<file path="src/rtl/core/skw_pkg.sv">
// shared constants, keyword table and helpers for the sql keyword screen
`timescale 1ns / 1ps
package skw_pkg;

	localparam int KeywordCountDef = 8;
	localparam int KeywordMax      = 8;
	// earlier bytes kept after the brace; the current byte makes the eighth
	localparam int WindowDepth     = 7;
	localparam logic [7:0] BraceChar = 8'h7D;

	// byte j of each entry is the keyword character j places back from its end
	localparam logic [63:0] KwText [KeywordMax] = '{
		64'("UPDATE"),
		64'("DELETE"),
		64'("SHUTDOWN"),
		64'("SELECT"),
		64'("DATABASE"),
		64'("DROP"),
		64'("--"),
		64'("INSERT")
	};

	localparam int KwLen [KeywordMax] = '{6, 6, 8, 6, 8, 4, 2, 6};

	function automatic logic [7:0] fold_upper(input logic [7:0] c);
		logic [7:0] r;
		r = c;
		if (c >= 8'h61 && c <= 8'h7A) begin
			r = c - 8'h20;
		end
		return r;
	endfunction

endpackage

</file>
<file path="src/rtl/core/skw_if.sv">
// item channels of the keyword screen: text bytes in, verdicts out
`timescale 1ns / 1ps
interface skw_text_if;
	logic       valid;
	logic       ready;
	logic [7:0] text_byte;
	logic       is_final;

	modport source (output valid, output text_byte, output is_final, input ready);
	modport sink   (input valid, input text_byte, input is_final, output ready);
endinterface

interface skw_verdict_if;
	logic valid;
	logic ready;
	logic allowed;

	modport source (output valid, output allowed, input ready);
	modport sink   (input valid, input allowed, output ready);
endinterface

</file>
<file path="src/rtl/core/skw_cell.sv">
// one window cell: holds a folded byte and compares it to its place in every keyword
`timescale 1ns / 1ps
module skw_cell #(
	parameter int KEYWORD_COUNT = skw_pkg::KeywordCountDef,
	parameter int CellIndex     = 0
) (
	input  logic                     clk,
	input  logic                     arst_n,
	input  logic                     shift,
	input  logic                     clear,
	input  logic [7:0]               byte_in,
	input  logic                     valid_in,
	output logic [7:0]               byte_out,
	output logic                     valid_out,
	output logic [KEYWORD_COUNT-1:0] eq
);

	// this cell holds the byte CellIndex+1 places back from the current one
	localparam int Back = CellIndex + 1;

	logic [7:0] byte_q;
	logic       valid_q;

	always_ff @(posedge clk or negedge arst_n) begin
		if (!arst_n) begin
			valid_q <= 1'b0;
		end else if (clear) begin
			valid_q <= 1'b0;
		end else if (shift) begin
			valid_q <= valid_in;
		end
	end

	always_ff @(posedge clk) begin
		if (shift) begin
			byte_q <= byte_in;
		end
	end

	for (genvar i = 0; i < KEYWORD_COUNT; i++) begin : g_kw
		if (Back >= skw_pkg::KwLen[i]) begin : g_beyond
			assign eq[i] = 1'b1;
		end else begin : g_cmp
			assign eq[i] = valid_q && (byte_q == skw_pkg::KwText[i][8*Back +: 8]);
		end
	end

	assign byte_out  = byte_q;
	assign valid_out = valid_q;

endmodule

</file>
<file path="src/rtl/core/skw_out_buf.sv">
// two-entry verdict buffer: output register plus skid stage
`timescale 1ns / 1ps
module skw_out_buf (
	input  logic clk,
	input  logic arst_n,
	input  logic push,
	input  logic push_allowed,
	output logic can_push,
	skw_verdict_if.source verdict
);

	logic out_valid_q;
	logic out_allowed_q;
	logic skid_valid_q;
	logic skid_allowed_q;
	logic take;

	assign take     = out_valid_q && verdict.ready;
	assign can_push = !skid_valid_q;

	always_ff @(posedge clk or negedge arst_n) begin
		if (!arst_n) begin
			out_valid_q  <= 1'b0;
			skid_valid_q <= 1'b0;
		end else if (skid_valid_q) begin
			if (take) begin
				skid_valid_q <= 1'b0;
			end
		end else if (push) begin
			if (!out_valid_q || take) begin
				out_valid_q <= 1'b1;
			end else begin
				skid_valid_q <= 1'b1;
			end
		end else if (take) begin
			out_valid_q <= 1'b0;
		end
	end

	always_ff @(posedge clk) begin
		if (skid_valid_q) begin
			if (take) begin
				out_allowed_q <= skid_allowed_q;
			end
		end else if (push) begin
			if (!out_valid_q || take) begin
				out_allowed_q <= push_allowed;
			end else begin
				skid_allowed_q <= push_allowed;
			end
		end
	end

	assign verdict.valid   = out_valid_q;
	assign verdict.allowed = out_allowed_q;

endmodule

</file>
<file path="src/rtl/core/sql_keyword_screen.sv">
// top level of the sql keyword screen: brace tracking, cell row and verdict
`timescale 1ns / 1ps
// Screens a text for SQL keywords that follow its first closing brace.
// text channel: one byte per item, is_final marks the last byte of a text.
// verdict channel: one item per text, sent for the byte marked final;
// allowed is 0 when UPDATE, DELETE, SHUTDOWN, SELECT, DATABASE, DROP, "--"
// or INSERT (the first KEYWORD_COUNT of these) lies wholly after the brace.
// Bytes after the brace are folded to upper case and shifted through a row
// of seven cells; each cell checks its byte at its place in each keyword
// and the current byte completes the eight-byte window in the same cycle.
// Throughput: one byte per cycle while ready is high (skid stage empty).
// The verdict is registered in the output register, or in the skid stage.
// When the receiver stalls, one verdict waits in the output register and a
// second in a skid stage; text bytes keep flowing until the skid is full,
// then ready drops until the receiver takes a verdict.
// Reset clears the brace flag, the keyword flag, the cell valid bits and the
// verdict buffer; each verdict also clears the text state for the next text.
module sql_keyword_screen #(
	parameter int KEYWORD_COUNT = skw_pkg::KeywordCountDef
) (
	input  logic clk,
	input  logic arst_n,
	skw_text_if.sink      text,
	skw_verdict_if.source verdict
);

	localparam int Depth = skw_pkg::WindowDepth;

	logic                     accept;
	logic                     can_push;
	logic                     past_brace_q;
	logic                     hit_q;
	logic [7:0]               folded;
	logic                     shift;
	logic                     clear;
	logic                     match_now;
	logic [KEYWORD_COUNT-1:0] kw_match;

	logic [7:0]               cell_byte  [Depth];
	logic                     cell_valid [Depth];
	logic [KEYWORD_COUNT-1:0] cell_eq    [Depth];

	assign text.ready = can_push;
	assign accept     = text.valid && text.ready;
	assign folded     = skw_pkg::fold_upper(text.text_byte);
	assign shift      = accept && past_brace_q;
	// the first brace empties the window; the final byte ends the text
	assign clear      = accept && (text.is_final || (!past_brace_q &&
		text.text_byte == skw_pkg::BraceChar));

	for (genvar k = 0; k < Depth; k++) begin : g_cell
		if (k == 0) begin : g_head
			skw_cell #(.KEYWORD_COUNT(KEYWORD_COUNT), .CellIndex(k)) u_cell (
				.clk      (clk),
				.arst_n   (arst_n),
				.shift    (shift),
				.clear    (clear),
				.byte_in  (folded),
				.valid_in (1'b1),
				.byte_out (cell_byte[k]),
				.valid_out(cell_valid[k]),
				.eq       (cell_eq[k])
			);
		end else begin : g_body
			skw_cell #(.KEYWORD_COUNT(KEYWORD_COUNT), .CellIndex(k)) u_cell (
				.clk      (clk),
				.arst_n   (arst_n),
				.shift    (shift),
				.clear    (clear),
				.byte_in  (cell_byte[k-1]),
				.valid_in (cell_valid[k-1]),
				.byte_out (cell_byte[k]),
				.valid_out(cell_valid[k]),
				.eq       (cell_eq[k])
			);
		end
	end

	always_comb begin
		for (int i = 0; i < KEYWORD_COUNT; i++) begin
			kw_match[i] = (folded == skw_pkg::KwText[i][7:0]);
			for (int k = 0; k < Depth; k++) begin
				kw_match[i] = kw_match[i] & cell_eq[k][i];
			end
		end
	end

	assign match_now = past_brace_q && (|kw_match);

	always_ff @(posedge clk or negedge arst_n) begin
		if (!arst_n) begin
			past_brace_q <= 1'b0;
			hit_q        <= 1'b0;
		end else if (accept) begin
			if (text.is_final) begin
				past_brace_q <= 1'b0;
				hit_q        <= 1'b0;
			end else begin
				if (!past_brace_q && text.text_byte == skw_pkg::BraceChar) begin
					past_brace_q <= 1'b1;
				end
				if (match_now) begin
					hit_q <= 1'b1;
				end
			end
		end
	end

	skw_out_buf u_out_buf (
		.clk         (clk),
		.arst_n      (arst_n),
		.push        (accept && text.is_final),
		.push_allowed(!(hit_q || match_now)),
		.can_push    (can_push),
		.verdict     (verdict)
	);

endmodule
</file>
<file path="src/flat_wrapper.sv">
// flat-port wrapper written by rule: the top's interface ports become plain ports
module sql_keyword_screen_flat 
#(
	parameter int KEYWORD_COUNT = skw_pkg::KeywordCountDef
)
  (clk, arst_n, text_valid, text_text_byte, text_is_final, text_ready, verdict_valid, verdict_allowed, verdict_ready);
  skw_text_if text_i ();
  skw_verdict_if verdict_i ();
  input  logic clk;
  input  logic arst_n;
  input wire logic [$bits(text_i.valid)-1:0] text_valid;
  input wire logic [$bits(text_i.text_byte)-1:0] text_text_byte;
  input wire logic [$bits(text_i.is_final)-1:0] text_is_final;
  output wire logic [$bits(text_i.ready)-1:0] text_ready;
  output wire logic [$bits(verdict_i.valid)-1:0] verdict_valid;
  output wire logic [$bits(verdict_i.allowed)-1:0] verdict_allowed;
  input wire logic [$bits(verdict_i.ready)-1:0] verdict_ready;
  assign text_i.valid = text_valid;
  assign text_i.text_byte = text_text_byte;
  assign text_i.is_final = text_is_final;
  assign text_ready = text_i.ready;
  assign verdict_valid = verdict_i.valid;
  assign verdict_allowed = verdict_i.allowed;
  assign verdict_i.ready = verdict_ready;
  sql_keyword_screen #(.KEYWORD_COUNT(KEYWORD_COUNT)) u_core (.clk(clk), .arst_n(arst_n), .text(text_i), .verdict(verdict_i));
endmodule
</file>
<file path="config.mk">
export PLATFORM = sky130hd
export DESIGN_NAME = sql_keyword_screen_flat
export DESIGN_NICKNAME = d
export VERILOG_FILES = /design/src/rtl/core/skw_pkg.sv /design/src/rtl/core/skw_if.sv /design/src/rtl/core/skw_cell.sv /design/src/rtl/core/skw_out_buf.sv /design/src/rtl/core/sql_keyword_screen.sv /design/src/flat_wrapper.sv
export SDC_FILE = /design/constraint.sdc
export NUM_CORES = 1
export LEC_CHECK = 0
export BUFFER_PORTS_ARGS = -buffer_cell sky130_fd_sc_hd__buf_4
export CAP_MARGIN = 20
export CORE_ASPECT_RATIO = 1.1
export CORE_MARGIN = 5
export CORE_UTILIZATION = 45
export CTS_CLUSTER_DIAMETER = 200
export DETAILED_ROUTE_END_ITERATION = 16
export GPL_TIMING_DRIVEN = 0
export RECOVER_POWER = 50
export SLEW_MARGIN = 20
export SYNTH_ARGS = -nofsm -noshare
export SYNTH_HDL_FRONTEND = slang
export SYNTH_SLANG_ARGS = --single-unit
</file>
<file path="constraint.sdc">
create_clock -name clk -period 3.1 [get_ports clk]
set_clock_uncertainty 0.05 [all_clocks]
set_input_delay 0.62 -clock clk [delete_from_list [all_inputs] [get_ports clk]]
set_output_delay 0.62 -clock clk [all_outputs]
set_load 0.1 [all_outputs]
</file>
## Word level (Yosys, flattened, before mapping)

Index checks and enable logic that the tools add are counted.

| storage, ports and cells | value |
|---|---|
| word-level logic and storage cells | 185 |
| memories kept | 0 |
| output and inout port bits | 3 |
| RAM bits | 0 |
| register bits | 69 |
| bits in latches | 0 |
| memory bits (read-only) | 0 |

| operators by class | value |
|---|---|
| shift-type cells | 0 |
| equality and inequality tests | 37 |
| divide/modulo/power cells | 0 |
| reduce and logical (&&, ||, !) cells | 56 |
| $add $sub $neg | 1 |
| bitwise gates (word level) | 39 |
| $lt $le $gt $ge | 2 |
| multipliers | 0 |
| multiplexer cells | 30 |

Operators with widths:

| operator | number |
|---|---|
| == test 8 x 7 -> 1 bit, second input constant | 33 |
| bitwise AND 1 bit | 37 |
| logical AND 1 bit | 37 |
| two-way mux 1 bit | 29 |
| == test 8 x 6 -> 1 bit, second input constant | 2 |
| nonzero test 2 bit | 6 |
| AND reduction 3 bit | 3 |
| >= comparator 8 x 7 -> 1 bit, second input constant | 1 |
| <= comparator 8 x 7 -> 1 bit, second input constant | 1 |
| two-way mux 8 bit | 1 |
| OR reduction 8 bit | 1 |
| subtractor 8 x 6 -> 8 bit, second input constant | 1 |
| zero test 1 bit | 4 |
| != test 2 x 1 -> 1 bit, second input constant | 2 |
| AND reduction 2 bit | 2 |
| logical OR 1 bit | 3 |
| inverter 1 bit | 2 |

## Longest topological paths before layout

Gate-level depths: netlist (run 1).

| logic depth | value |
|---|---|
| word-level depth | 18 |
| gate-level depth with buffers | 8 |

## Modules after synthesis

From an unflattened synthesis (run 1), not the netlist that was laid out.

| unflattened totals | value |
|---|---|
| cell total of the unflattened synthesis | 255 |
| area total of the unflattened synthesis | 3,393.3 µm² |

By module, submodules not included:

| module | times used | area an instance (µm²) | cells an instance |
|---|---|---|---|
| sql_keyword_screen | 1 | 461.7 | 62 |
| skw_cell (u_core.g_cell[0].g_head.u_cell) | 1 | 417.9 | 27 |
| skw_cell (u_core.g_cell[4].g_body.u_cell) | 1 | 410.4 | 26 |
| skw_cell (u_core.g_cell[2].g_body.u_cell) | 1 | 391.6 | 25 |
| skw_cell (u_core.g_cell[3].g_body.u_cell) | 1 | 390.4 | 27 |
| skw_cell (u_core.g_cell[1].g_body.u_cell) | 1 | 382.9 | 27 |
| skw_cell (u_core.g_cell[5].g_body.u_cell) | 1 | 375.4 | 23 |
| skw_cell (u_core.g_cell[6].g_body.u_cell) | 1 | 372.9 | 23 |
| skw_out_buf | 1 | 190.2 | 15 |

## Least setup slack after synthesis (run 1)

OpenSTA, ideal clock, no wires.

| timing | value |
|---|---|
| path type | input to register |
| from | in text_valid |
| to | reg u_core.g_cell[0].g_head.u_cell.byte_q[0] (enable) |
| cell stages on the path | 3 |
| path slack | 0.469 ns |
| library setup time | 0.411 ns |
| arrival | 2.170 ns |
| data required time | 2.639 ns |
| path through | nor2b_1 nand2_1 inv_1 |

| on the way | value |
|---|---|
| longest elaborated chain between the ends | 2 |

RTL lines:

| element | RTL line | RTL |
|---|---|---|
| from (decl) | flat_wrapper.sv:11 | `input wire logic [$bits(text_i.valid)-1:0] text_valid;` |
| logical AND 1 bit | sql_keyword_screen.sv:44 | `assign accept = text.valid && text.ready;` |
| logical AND 1 bit | sql_keyword_screen.sv:46 | `assign shift = accept && past_brace_q;` |
| named net u_core.g_cell[0].g_head.u_cell.shift | skw_cell.sv:9 | `input logic shift,` |
| to (signal assigned) | skw_cell.sv:36 | `byte_q <= byte_in;` |
| to (decl) | skw_cell.sv:21 | `logic [7:0] byte_q;` |

The timed path passes the listed nets, and every way through them passes these cells.
A chain may end at the register's enable or synchronous reset.

## Final worst setup path (run 1)

| timing | value |
|---|---|
| from | reg u_core.g_cell[3].g_body.u_cell.byte_q[5] |
| to | reg u_core.u_out_buf.skid_allowed_q (data pin) |

| on the way | value |
|---|---|
| longest elaborated chain between the ends | 10 |
| elaborated cells between the ends (all ways) | 30 |

RTL lines:

| element | RTL line | RTL |
|---|---|---|
| from (decl) | skw_cell.sv:21 |  |
| from (signal assigned) | skw_cell.sv:36 |  |
| == test 8 x 7 -> 1 bit | skw_cell.sv:44 | `assign eq[i] = valid_q && (byte_q == skw_pkg::KwText[i][8*Back +: 8]);` |
| logical AND 1 bit | skw_cell.sv:44 |  |
| bitwise AND 1 bit (4 in a row) | sql_keyword_screen.sv:83 | `kw_match[i] = kw_match[i] & cell_eq[k][i];` |
| OR reduction 8 bit (*) | sql_keyword_screen.sv:88 | `assign match_now = past_brace_q && (\|kw_match);` |
| logical AND 1 bit (*) | sql_keyword_screen.sv:88 |  |
| logical OR 1 bit (*) | sql_keyword_screen.sv:113 | `.push_allowed(!(hit_q \|\| match_now)),` |
| zero test 1 bit (*) | sql_keyword_screen.sv:113 |  |
| named net u_core.u_out_buf.push_allowed | skw_out_buf.sv:7 | `input logic push_allowed,` |
| to (signal assigned) | skw_out_buf.sv:49 | `skid_allowed_q <= push_allowed;` |
| to (decl) | skw_out_buf.sv:15 | `logic skid_allowed_q;` |

Mark *: on every way through the listed nets, which the timed path passes. The rest lies on a longest branch.

==> results of run 1 <==
==> layout by cell type, fill, tap and decap left out, types with 2 or more instances in the layout <==
cell and n:
sky130_fd_sc_hd__edfxtp_1 58, sky130_fd_sc_hd__nor2_1 13, sky130_fd_sc_hd__nand4_1 12, sky130_fd_sc_hd__nand2_1 11, sky130_fd_sc_hd__dfrtp_1 11, sky130_fd_sc_hd__clkbuf_8 9, sky130_fd_sc_hd__a21oi_1 8, sky130_fd_sc_hd__clkbuf_1 8
sky130_fd_sc_hd__nor4b_1 8, sky130_fd_sc_hd__buf_4 8, sky130_fd_sc_hd__inv_1 7, sky130_fd_sc_hd__nand3_1 6, sky130_fd_sc_hd__nor4bb_1 6, sky130_fd_sc_hd__a22o_1 6, sky130_fd_sc_hd__nor3_1 5, sky130_fd_sc_hd__nor2b_1 4
sky130_fd_sc_hd__or4_1 3, sky130_fd_sc_hd__o22ai_1 3, sky130_fd_sc_hd__a31oi_1 3, sky130_fd_sc_hd__or4b_1 3, sky130_fd_sc_hd__nor4_1 2, sky130_fd_sc_hd__nand3b_1 2, sky130_fd_sc_hd__nand4b_1 2, sky130_fd_sc_hd__nor3b_1 2
sky130_fd_sc_hd__and3b_1 2, sky130_fd_sc_hd__o32ai_1 2, sky130_fd_sc_hd__o31ai_1 2, sky130_fd_sc_hd__clkinv_2 2, sky130_fd_sc_hd__bufinv_16 2
==> power breakdown <==
part / switching (mW) / total [mW] / internal, mW
combinational: 0.172 / 0.233 / 0.0611
sequential: 0.0245 / 1.05 / 1.02
clock: 0.331 / 0.779 / 0.448
==> sequential cells by signal (all words and copies together) (netlist names) <==
name	flops
u_core.g_cell.g_body.u_cell.byte_out	48
u_core.u_out_buf.verdict.valid	1
u_core.past_brace_q	1
u_core.hit_q	1
u_core.g_cell.g_head.u_cell.valid_out	1
u_core.u_out_buf.verdict.allowed	1
u_core.g_cell.g_body.u_cell.valid_out	6
u_core.g_cell.g_head.u_cell.byte_out	8
u_core.u_out_buf.skid_valid_q	1
u_core.u_out_buf.skid_allowed_q	1
==> cells by family (layout without fill, tap and decap cells) <==
logic type	after synthesis	after routing	share of synthesized area [%]
fa+ha+maj	1	1	0.427
compound gates	36	36	8.80
flops	69	69	68.9
simple gates	90	90	20.8
buf+inv	9	41	1.15
==> final cells by class <==
cell class	count	area [sq um]	share of cell area [%]
clock buffers	9	124	3.70
clock inverters	7	90.1	2.69
well taps	80	100	2.99
flip-flops and latches	69	2020	60.2
repair buffers	16	106	3.18
plain buffers	1	3.75	0.112
inverters	8	30.0	0.897
multi-input cells	127	878	26.2
==> path summary, 6_finish.rpt <==
| check | from | endpoint | slack [ns] | depth (start not counted) |
|---|---|---|---|---|
| setup / recovery | u_core.g_cell[3].g_body.u_cell.byte_out[5]$_DFFE_PP_ | u_core.u_out_buf.skid_allowed_q$_DFFE_PP_ | 0.75 | 6 |
| hold reg to reg | u_core.g_cell[2].g_body.u_cell.byte_out[6]$_DFFE_PP_ | u_core.g_cell[3].g_body.u_cell.byte_out[6]$_DFFE_PP_ | 0.39 | 0 |
| setup reg to reg | u_core.g_cell[3].g_body.u_cell.byte_out[5]$_DFFE_PP_ | u_core.u_out_buf.skid_allowed_q$_DFFE_PP_ | 0.75 | 6 |
| min in group clk | u_core.g_cell[2].g_body.u_cell.byte_out[6]$_DFFE_PP_ | u_core.g_cell[3].g_body.u_cell.byte_out[6]$_DFFE_PP_ | 0.39 | 0 |
| max in group asynchronous | arst_n | u_core.g_cell[1].g_body.u_cell.valid_out$_DFFE_PN0P_ | 2.43 | 1 |
| hold / removal | arst_n | u_core.past_brace_q$_DFFE_PN0P_ | 0.19 | 1 |
==> per-layer routing <==
metal	vias up	track usage, %	wire, um
met5	-	0	0
met4	0	8.57	91
met3	10	3.14	270
met2	50	24.8	2870
met1	948	21.2	2700
li1	896	-	-
==> worst max-delay path, cell delays in order (launching register included) <==
cell                       delay, ns
sky130_fd_sc_hd__edfxtp_1       0.41
sky130_fd_sc_hd__or4b_1         0.57
sky130_fd_sc_hd__or4b_1         0.52
sky130_fd_sc_hd__o32ai_1        0.17
sky130_fd_sc_hd__a31oi_1        0.14
sky130_fd_sc_hd__o21ai_2        0.12
sky130_fd_sc_hd__o22ai_1        0.11
==> per-stage QoR <==
| stage | setup slack (ns) | util (%) |
|---|---|---|
| 6_report | 0.747 | 53.4 |
| 5_1_grt | 0.510 | 53.4 |
| 4_1_cts | 0.755 | 53.9 |
| 3_5_place_dp | 0.553 | 50.4 |
| 3_3_place_gp | -0.155 | 50.1 |
| 2_1_floorplan | 0.469 | - |
==> metrics.md, run 1 <==
| Metric | Value |
|---|---|
| Number of pins exceeding their max-slew limit in the final report | 0 |
| Leading area contributor after synthesis | sky130_fd_sc_hd__edfxtp_1 |
| Weighted congestion reported at the end of routability-driven placement | 0.836 |
| Final critical path time including I/O delays and setup | 2.35 ns |
| TritonCTS clock tree | built |
| TritonCTS Buffers | 9 |
| Count of standard-cell rows | 30 |
| Number of design-rule violations left by the first detailed-router iteration | 129 |
| H-Tree Depth | 3 |
| Drt drc | 0 |
| Category of the most critical setup path | reg -> reg |
| Cell area after synthesis | 2930 sq um |
| Placed instance area | 3160 sq um |
| Slew at the pin with the worst max-slew slack | approximately 1.2 ns |
| Nets@finish | 246 |
| Portion of synthesized cell area occupied by the leading cell type | just under 60% |
| Flop and latch count out of synthesis | just under 70 |
| Horiz. Die Dim | just under 90 um |
| Top achievable clock speed | 0.425 GHz |
| Number of vias in the routed layout | 1904 |
| CORE AREA | roughly 6300 sq um |
| Initial core utilization | 46.7% |
| Clk slew on worst S/H paths | approximately 0.070 ns |
| Antenna Nets Post-Route | 0 |
| Total setup violations reported at the end of the flow | 0 |
| Number of buffer cells added on primary ports | 15 |
| Result of the run | finished, final reports clean |
| Cell area power density | 614 nW/um^2 |
| Maximum number of pins on one net before global-route repair | 32 |
| Post-synth cell types | 47 |
| Total power consumption of the routed design | 2.06 mW |
| Primary flip-flop cell chosen by synthesis mapping | sky130_fd_sc_hd__edfxtp_1 |
| Number of cells in the finished layout apart from fillers | 317 |
| Library cell used as clock root buffer | sky130_fd_sc_hd__clkbuf_8 |
| Warnings, synthesis | 0 |
| # IOs | 16 |
| Gates resized, CTS repair | 0 |
| Endpoint class of the critical path | flip-flop |
| Die Outline Area | 8220 sq um |
| Setup TNS | 0 ns |
| Min-delay worst type | in -> async |
| HPWL after DPL | 4250 um |
| Clock net sink count | between 60 and 70 |
| RSZ-0062 raised after global routing | no |
| Overall global routing resource usage | 16.0% |
| Hold Violations, Final | 0 |
| Top cells by area in the synthesized netlist | sky130_fd_sc_hd__edfxtp_1 59%, sky130_fd_sc_hd__dfrtp_1 9.4%, sky130_fd_sc_hd__nand4_1 2.6% |
| Worst hold margin | about 0.19 ns |
| Post-detailed-route wirelength per cell | 18.7 um |
| Critical Path RT | 3.13 ns |
| Overall routed net length | 5940 um |
| Worst endpoint data arrival time | 2.38 ns |
| Max-Slew Margin vs Limit | 22.0% |
| Post-synth EDFFs | 58 |
| Wire length of the first global-routing pass | around 9800 um |
| Average footprint of a synthesized cell | 14.3 sq um |
| First drt pass iteration count | 4 |
| Via count of the first global-routing pass | 1920 |
| Lkg Pwr | approximately 1.1 nW |
| Post-Synthesis Net Count | ~220 |
| Final non-filler cell area | between 3000 and 4000 sq um |
| Via density per instance | 6.01 |
| Post-CTS Setup Bufs | 0 |
| Number of max-capacitance violations reported | 0 |
| Largest fanout of any net on the critical path | 3 |
| Ant diodes | 0 |
| Dominant cell by count in the synthesized netlist | sky130_fd_sc_hd__edfxtp_1 |
| Clk buf depth | 2 |
| Skew-Pair Late Insertion Delay | roughly 0.34 ns |
| Die Y-Extent | 94.6 um |
| Layout filler cell count | roughly 530 |
| Share of synthesized flip-flops with an asynchronous set or reset | 15.9% |
| Synthesis-to-layout area growth | 14.4% |
| Largest voltage drop on the vdd net | between 0.6 and 0.7 mV |
| Number of standard cells after synthesis | approximately 210 |
| Post-synthesis sequential area ratio | 68.9% |
| Top cells by instance count after synthesis | 58 x sky130_fd_sc_hd__edfxtp_1, 13 x sky130_fd_sc_hd__nor2_1, 12 x sky130_fd_sc_hd__nand4_1 |
| Placed instance count | 301 |
| Number of antenna violations at the first check in global routing | 0 |
| CP startpoint kind | flip-flop |
| Number of hold buffers added after cts | 0 |
| Final worst-path cycle share | 75.9% |
| Ratio of cells with drive above 1 in the final layout | 12.7% |
| Total grt overflow | 0 |
Note: power is estimated with default switching activity, not from simulation.
==> run 2, diff against run 1 <==
clock period = 2.3 ns   (was 3.1 ns; I/O delays follow)
==> run 2 against run 1 <==
Net effect: power rose by 36%; sequential power rose by 34%; flip-flop and latch count unchanged; highest routed layer unchanged; global-route usage is 0.44 points lower; register-to-register slack got worse by 0.73 ns; hold slack improved by 0.054 ns; first-iteration DRC count did not move; die area unchanged; sequential share of layout area shrank 1.1 points; count of clock-buffer cells in the layout is 2 higher.
==> metrics.md, run 2 (synthesis results as in run 1) <==
| Metric | Value |
|---|---|
| Lkg Pwr | 1.10 nW (was 1.09 nW) |
| Overall global routing resource usage | 15.6% (was 16.0%) |
| Hold Violations, Final | 0 (unchanged) |
| CP Cell Sequence | or4b_4, or4b_4, nor2_2, a32oi_1, o21ai_2, o31ai_1 (was or4b_1, or4b_1, o32ai_1, a31oi_1, o21ai_2, o22ai_1) |
| Total setup violations reported at the end of the flow | 0 (unchanged) |
| Largest voltage drop on the vdd net | 0.645 mV (was 0.637 mV) |
| Critical hold path startpoint | verdict_ready |
| CORE AREA | 6270 sq um (unchanged) |
| Via density per instance | 5.92 (was 6.01) |
| Ratio of cells with drive above 1 in the final layout | 15.9% (was 12.7%) |
| Overall routed net length | 6100 um (was 5940 um) |
| Crit Reg-Reg Startpoint | u_core.g_cell[3].g_body.u_cell.byte_out[5]$_DFFE_PP_ (unchanged) |
| Layout filler cell count | 522 (was 525) |
| Number of buffer cells added on primary ports | 15 (unchanged) |
| Final worst-path setup slack | 0.0134 ns (was 0.747 ns) |
| Area occupied by multi-input gates | 916 sq um (was 878 sq um) |
| DP Worst Slack | -0.0980 ns (was 0.553 ns) |
| Leading cell type in the layout, fill and taps excluded | sky130_fd_sc_hd__edfxtp_1 (unchanged) |
| Largest register FFs | 48 (unchanged) |
| Nets@finish | 248 (was 246) |
| Number of design-rule violations left by the first detailed-router iteration | 129 (unchanged) |
| Die Outline Area | 8220 sq um (unchanged) |
| TritonCTS clock tree | built (unchanged) |
| Weighted congestion reported at the end of routability-driven placement | 0.852 (was 0.836) |
| Critical Path RT | 2.33 ns (was 3.13 ns) |
| Number of max-capacitance violations reported | 0 (unchanged) |
| Via count of the first global-routing pass | 1905 (was 1920) |
| TritonCTS Buffers | 9 (unchanged) |
| CP startpoint kind | flip-flop (unchanged) |
| Clk slew on worst S/H paths | 0.07 ns (about the same) |
| Max-Slew Margin vs Limit | 47.7% (was 22.0%) |
| Largest fanout of any net on the critical path | 3 (unchanged) |
| Slew at the pin with the worst max-slew slack | 0.779 ns (was 1.18 ns) |
| Result of the run | finished, final reports clean (unchanged) |
| RSZ-0062 raised after global routing | yes (was no) |
| Final critical path time including I/O delays and setup | 2.29 ns (was 2.35 ns) |
| Post-detailed-route wirelength per cell | 19.1 um (was 18.7 um) |
| Number of vias in the routed layout | 1890 (was 1904) |
| Wire length of the first global-routing pass | 9480 um (was 9800 um) |
| Ant diodes | 0 (unchanged) |
| Top achievable clock speed | 0.437 GHz (was 0.425 GHz) |
| Origin of the worst setup path | u_core.g_cell[3].g_body.u_cell.byte_out[5]$_DFFE_PP_ (unchanged) |
| Reg area | 2020 sq um (unchanged) |
| Min-delay worst type | in -> reg (was in -> async) |
| Cell with the largest stage delay on the worst path | sky130_fd_sc_hd__or4b_4 (was sky130_fd_sc_hd__or4b_1) |
| Worst endpoint data arrival time | 2.32 ns (was 2.38 ns) |
| Post-CTS Setup Bufs | 0 (unchanged) |
| H-Tree Depth | 3 (unchanged) |
| Antenna Nets Post-Route | 0 (unchanged) |
| Drt drc | 0 (unchanged) |
| Clk buf depth | 2 (unchanged) |
| Synthesis-to-layout area growth | 16.6% (was 14.4%) |
| Skew-Pair Late Insertion Delay | 0.34 ns (about the same) |
| Count of standard-cell rows | 30 (unchanged) |
| Number of pins exceeding their max-slew limit in the final report | 0 (unchanged) |
| HPWL after DPL | 4230 um (was 4250 um) |
| Clock net sink count | 69 (unchanged) |
| Library cell used as clock root buffer | sky130_fd_sc_hd__clkbuf_8 (unchanged) |
| Initial core utilization | 46.7% (unchanged) |
| Commonest cells after routing, fill and taps aside | 58 x sky130_fd_sc_hd__edfxtp_1, 12 x sky130_fd_sc_hd__nor2_1, 12 x sky130_fd_sc_hd__nand4_1 (was 58 x sky130_fd_sc_hd__edfxtp_1, 13 x sky130_fd_sc_hd__nor2_1, 12 x sky130_fd_sc_hd__nand4_1) |
| Endpoint class of the critical path | flip-flop (unchanged) |
| Die Y-Extent | 94.6 um (unchanged) |
| Cell area power density | 819 nW/um^2 (was 614 nW/um^2) |
| # IOs | 16 (unchanged) |
| Worst hold margin | 0.249 ns (was 0.195 ns) |
| Category of the most critical setup path | reg -> reg (unchanged) |
| Number of antenna violations at the first check in global routing | 0 (unchanged) |
| First drt pass iteration count | 4 (unchanged) |
| Final worst-path cycle share | 99.4% (was 75.9%) |
| Horiz. Die Dim | 86.9 um (unchanged) |
| Maximum number of pins on one net before global-route repair | 31 (was 32) |
| Most frequent cell on the critical path | sky130_fd_sc_hd__or4b_4 (was sky130_fd_sc_hd__or4b_1) |
| Delay of the slowest cell on the worst path | 0.56 ns (was 0.57 ns) |
| Total grt overflow | 0 (unchanged) |
## run 2: what timing repair did
item                                    in CTS  in global routing
endpoints found under the hold margin       11                  0
cloned                                       0                  1
pin swaps                                    1                  2
hold buffers                                 1                  0
endpoints found under the setup margin       2                 31
gates resized for setup                      4                  3
## run 2: routing by layer
layer / track usage (%) / up-vias / wire length [um]
li1: - / 901 / -
met1: 21.2 / 926 / 2820
met2: 23.5 / 56 / 2900
met3: 4.01 / 7 / 313
met4: 6.88 / 0 / 66
met5: 0 / - / 0
## run 2: layout make-up
class	count	share of cell area, %
Multi-Input combinational cell	127	26.8
Timing Repair inverter	1	0.147
Inverter	8	0.989
Sequential cell	69	59.1
Buffer	1	0.110
Tap cell	80	2.93
Clock buffer	11	4.14
Clock inverter	5	2.16
Timing Repair Buffer	17	3.63
## run 2: power by group
| part | internal (mW) | switching, mW | total (mW) |
|---|---|---|---|
| Clock | 0.633 | 0.433 | 1.07 |
| Sequential | 1.38 | 0.0317 | 1.41 |
| Combinational | 0.0866 | 0.234 | 0.320 |
| Total | 2.10 | 0.698 | 2.79 |
## run 2: path summary, 6_finish.rpt
kind / endpoint / slack (ns) / depth (start not counted)
setup / recovery: u_core.u_out_buf.verdict.allowed$_DFFE_PP_ / 0.01 / 6
hold / removal: u_core.u_out_buf.skid_valid_q$_DFF_PN0_ / 0.25 / 2
setup reg to reg: u_core.u_out_buf.verdict.allowed$_DFFE_PP_ / 0.01 / 6
hold reg to reg: u_core.g_cell[3].g_body.u_cell.byte_out[6]$_DFFE_PP_ / 0.39 / 0
max in group asynchronous: u_core.hit_q$_DFFE_PN0P_ / 1.21 / 2
min in group asynchronous: u_core.g_cell[6].g_body.u_cell.valid_out$_DFFE_PN0P_ / 0.59 / 2
## run 2: worst max-delay path: cells and delay by family (launching register included)
kind            cells  cell delay [ns]
compound gates      3             0.40
simple gates        3             1.18
flops               1             0.41
## run 2: metrics by stage
step,TNS [ns],area (sq um),util (%),std cells,total power [mW]
floorplan,0,2930,-,205,1.66
global placement,-15.19,3150,50.2,300,1.75
detailed placement,-0.184,3170,50.5,301,1.76
CTS,0,3410,54.4,318,2.83
global route,-0.925,3410,54.5,319,2.91
finish,0,3410,54.5,319,2.79
==> run 3, diff against run 2 <==
MAX_ROUTING_LAYER = met4   (was default)
clock period = 2.8 ns   (was 2.3 ns; I/O delays follow)
==> run 3 against run 2 <==
Net effect: core utilization fell by 0.88 points; sequential power decreased by 18%; final cell count is 0.31% lower; non-clock buffer count did not move; largest power group unchanged; via count rose by 1.3%; largest cell class unchanged; flip-flop and latch count is the same; die area unchanged; first-iteration DRC count shrank 4.7%; fmax decreased by 2.6%; clock power shrank 19%; register-to-register slack better by 0.44 ns; critical path depth did not move.
==> metrics.md, run 3 (synthesis results as in run 1) <==
| Metric | Value |
|---|---|
| Result of the run | finished, final reports clean (unchanged) |
| TritonCTS clock tree | built (unchanged) |
| Overall routed net length | 5940 um (was 6100 um) |
| Ratio of cells with drive above 1 in the final layout | 12.6% (was 15.9%) |
| Crit-path leading delay family | simple AND/OR/NAND/NOR gates (unchanged) |
| Number of hold buffers added after cts | 1 (unchanged) |
| Number of max-capacitance violations reported | 0 (unchanged) |
| Cell with the largest stage delay on the worst path | sky130_fd_sc_hd__or4b_1 (was sky130_fd_sc_hd__or4b_4) |
| Leading cell type in the layout, fill and taps excluded | sky130_fd_sc_hd__edfxtp_1 (unchanged) |
| Number of design-rule violations left by the first detailed-router iteration | 123 (was 129) |
| Largest fanout of any net on the critical path | 3 (unchanged) |
| Weighted congestion reported at the end of routability-driven placement | 0.849 (was 0.852) |
| Min-delay worst type | in -> reg (unchanged) |
| CP Cell Sequence | or4b_1, or4b_1, o32ai_1, a31oi_1, o21ai_2, o22ai_1 (was or4b_4, or4b_4, nor2_2, a32oi_1, o21ai_2, o31ai_1) |
| Horiz. Die Dim | 86.9 um (unchanged) |
| CORE AREA | 6270 sq um (unchanged) |
| Final worst-path cycle share | 83.9% (was 99.4%) |
| Synthesis-to-layout area growth | 14.7% (was 16.6%) |
| Count of standard-cell rows | 30 (unchanged) |
| CP startpoint kind | flip-flop (unchanged) |
| Largest register FFs | 48 (unchanged) |
| Placed instance count | 301 (unchanged) |
| Lkg Pwr | 1.09 nW (was 1.10 nW) |
| Drt drc | 0 (unchanged) |
| Cell area power density | 679 nW/um^2 (was 819 nW/um^2) |
| Post-detailed-route wirelength per cell | 18.7 um (was 19.1 um) |
| Worst endpoint data arrival time | 2.38 ns (was 2.32 ns) |
| Hold Violations, Final | 0 (unchanged) |
| Post-CTS Setup Bufs | 0 (unchanged) |
| Via count of the first global-routing pass | 1930 (was 1905) |
| Top achievable clock speed | 0.426 GHz (was 0.437 GHz) |
| Skew-Pair Late Insertion Delay | 0.34 ns (about the same) |
| H-Tree Depth | 3 (unchanged) |
| TritonCTS Buffers | 9 (unchanged) |
| Delay of the slowest cell on the worst path | 0.57 ns (was 0.56 ns) |
| Nets@finish | 247 (was 248) |
| Gates resized, CTS repair | 0 (was 4) |
| Overall global routing resource usage | 16.5% (was 15.6%) |
| Number of antenna violations at the first check in global routing | 0 (unchanged) |
| Most frequent cell on the critical path | sky130_fd_sc_hd__or4b_1 (was sky130_fd_sc_hd__or4b_4) |
| Clk slew on worst S/H paths | 0.07 ns (about the same) |
| Clock net sink count | 69 (unchanged) |
| Number of pins exceeding their max-slew limit in the final report | 0 (unchanged) |
| Via density per instance | 6.02 (was 5.92) |
| Worst path bufs/invs | 0 (unchanged) |
| Clk buf depth | 2 (unchanged) |
| # IOs | 16 (unchanged) |
| End-of-flow core utilization | 53.6% (was 54.5%) |
| Critical Path RT | 2.83 ns (was 2.33 ns) |
| Worst hold margin | 0.346 ns (was 0.249 ns) |
| Die Y-Extent | 94.6 um (unchanged) |
| Maximum number of pins on one net before global-route repair | 32 (was 31) |
| Library cell used as clock root buffer | sky130_fd_sc_hd__clkbuf_8 (unchanged) |
| Area occupied by multi-input gates | 878 sq um (was 916 sq um) |
| Ant diodes | 0 (unchanged) |
| Number of cells in the finished layout apart from fillers | 318 (was 319) |
| Category of the most critical setup path | reg -> reg (unchanged) |
| Final critical path time including I/O delays and setup | 2.35 ns (was 2.29 ns) |
| Max-Slew Margin vs Limit | 22.0% (was 47.7%) |
| Reg area | 2020 sq um (unchanged) |
| Slew at the pin with the worst max-slew slack | 1.18 ns (was 0.779 ns) |
| First drt pass iteration count | 4 (unchanged) |
| Total grt overflow | 0 (unchanged) |
| Commonest cells after routing, fill and taps aside | 58 x sky130_fd_sc_hd__edfxtp_1, 13 x sky130_fd_sc_hd__nor2_1, 12 x sky130_fd_sc_hd__nand4_1 (was 58 x sky130_fd_sc_hd__edfxtp_1, 12 x sky130_fd_sc_hd__nor2_1, 12 x sky130_fd_sc_hd__nand4_1) |
| Endpoint class of the critical path | flip-flop (unchanged) |
| Layout filler cell count | 523 (was 522) |
| HPWL after DPL | 4250 um (was 4230 um) |
| Number of buffer cells added on primary ports | 15 (unchanged) |
| RSZ-0062 raised after global routing | no (was yes) |
| Initial core utilization | 46.7% (unchanged) |
| Wire length of the first global-routing pass | 9800 um (was 9480 um) |
| Number of vias in the routed layout | 1915 (was 1890) |
| Total setup violations reported at the end of the flow | 0 (unchanged) |
| Die Outline Area | 8220 sq um (unchanged) |
| Antenna Nets Post-Route | 0 (unchanged) |
| Largest voltage drop on the vdd net | 0.705 mV (was 0.645 mV) |
run 3: per-stage QoR:
stage               power, mW  area (sq um)  setup slack [ns]  TNS (ns)
floorplan                1.36          2930             0.229         0
global placement         1.44          3140            -0.395    -21.67
detailed placement       1.44          3160             0.313         0
CTS                      2.31          3390             0.455         0
global route             2.38          3360             0.210         0
finish                   2.28          3360             0.451         0
run 3: final timing paths:
kind | end | start | cells past startpoint | slack (ns)
max | u_core.u_out_buf.skid_allowed_q$_DFFE_PP_ | u_core.g_cell[3].g_body.u_cell.byte_out[5]$_DFFE_PP_ | 6 | 0.45
min | u_core.u_out_buf.skid_valid_q$_DFF_PN0_ | verdict_ready | 2 | 0.35
max reg2reg | u_core.u_out_buf.skid_allowed_q$_DFFE_PP_ | u_core.g_cell[3].g_body.u_cell.byte_out[5]$_DFFE_PP_ | 6 | 0.45
min reg2reg | u_core.g_cell[3].g_body.u_cell.byte_out[6]$_DFFE_PP_ | u_core.g_cell[2].g_body.u_cell.byte_out[6]$_DFFE_PP_ | 0 | 0.39
max in group asynchronous | u_core.g_cell[5].g_body.u_cell.valid_out$_DFFE_PN0P_ | arst_n | 2 | 1.65
min in group asynchronous | u_core.hit_q$_DFFE_PN0P_ | arst_n | 2 | 0.67
run 3: power by group:
part / switching [mW] / internal, mW
combinational: 0.191 / 0.0685
clock: 0.367 / 0.496
sequential: 0.0268 / 1.13
total: 0.585 / 1.70
run 3: per-layer routing:
layer | global-route usage [%] | vias up | routed length [um]
li1 | - | 899 | -
met4 | 8.57 | 0 | 104
met3 | 2.88 | 12 | 183
met1 | 21.2 | 959 | 2780
met5 | - | - | 0
met2 | 24.9 | 45 | 2870
run 3: area by class of cell:
| class | instances | area share [%] |
|---|---|---|
| Multi-Input combinational cell | 127 | 26.1 |
| Inverter | 8 | 0.894 |
| Clock inverter | 7 | 2.68 |
| Tap cell | 80 | 2.98 |
| Timing Repair Buffer | 17 | 3.46 |
| Clock buffer | 9 | 3.69 |
| Sequential cell | 69 | 60.0 |
| Buffer | 1 | 0.112 |
run 3: worst reg2reg max path: cells and delay by family (launching register included):
kind | cells | cell delay [ns]
compound gates | 4 | 0.54
simple gates | 2 | 1.10
flops | 1 | 0.41
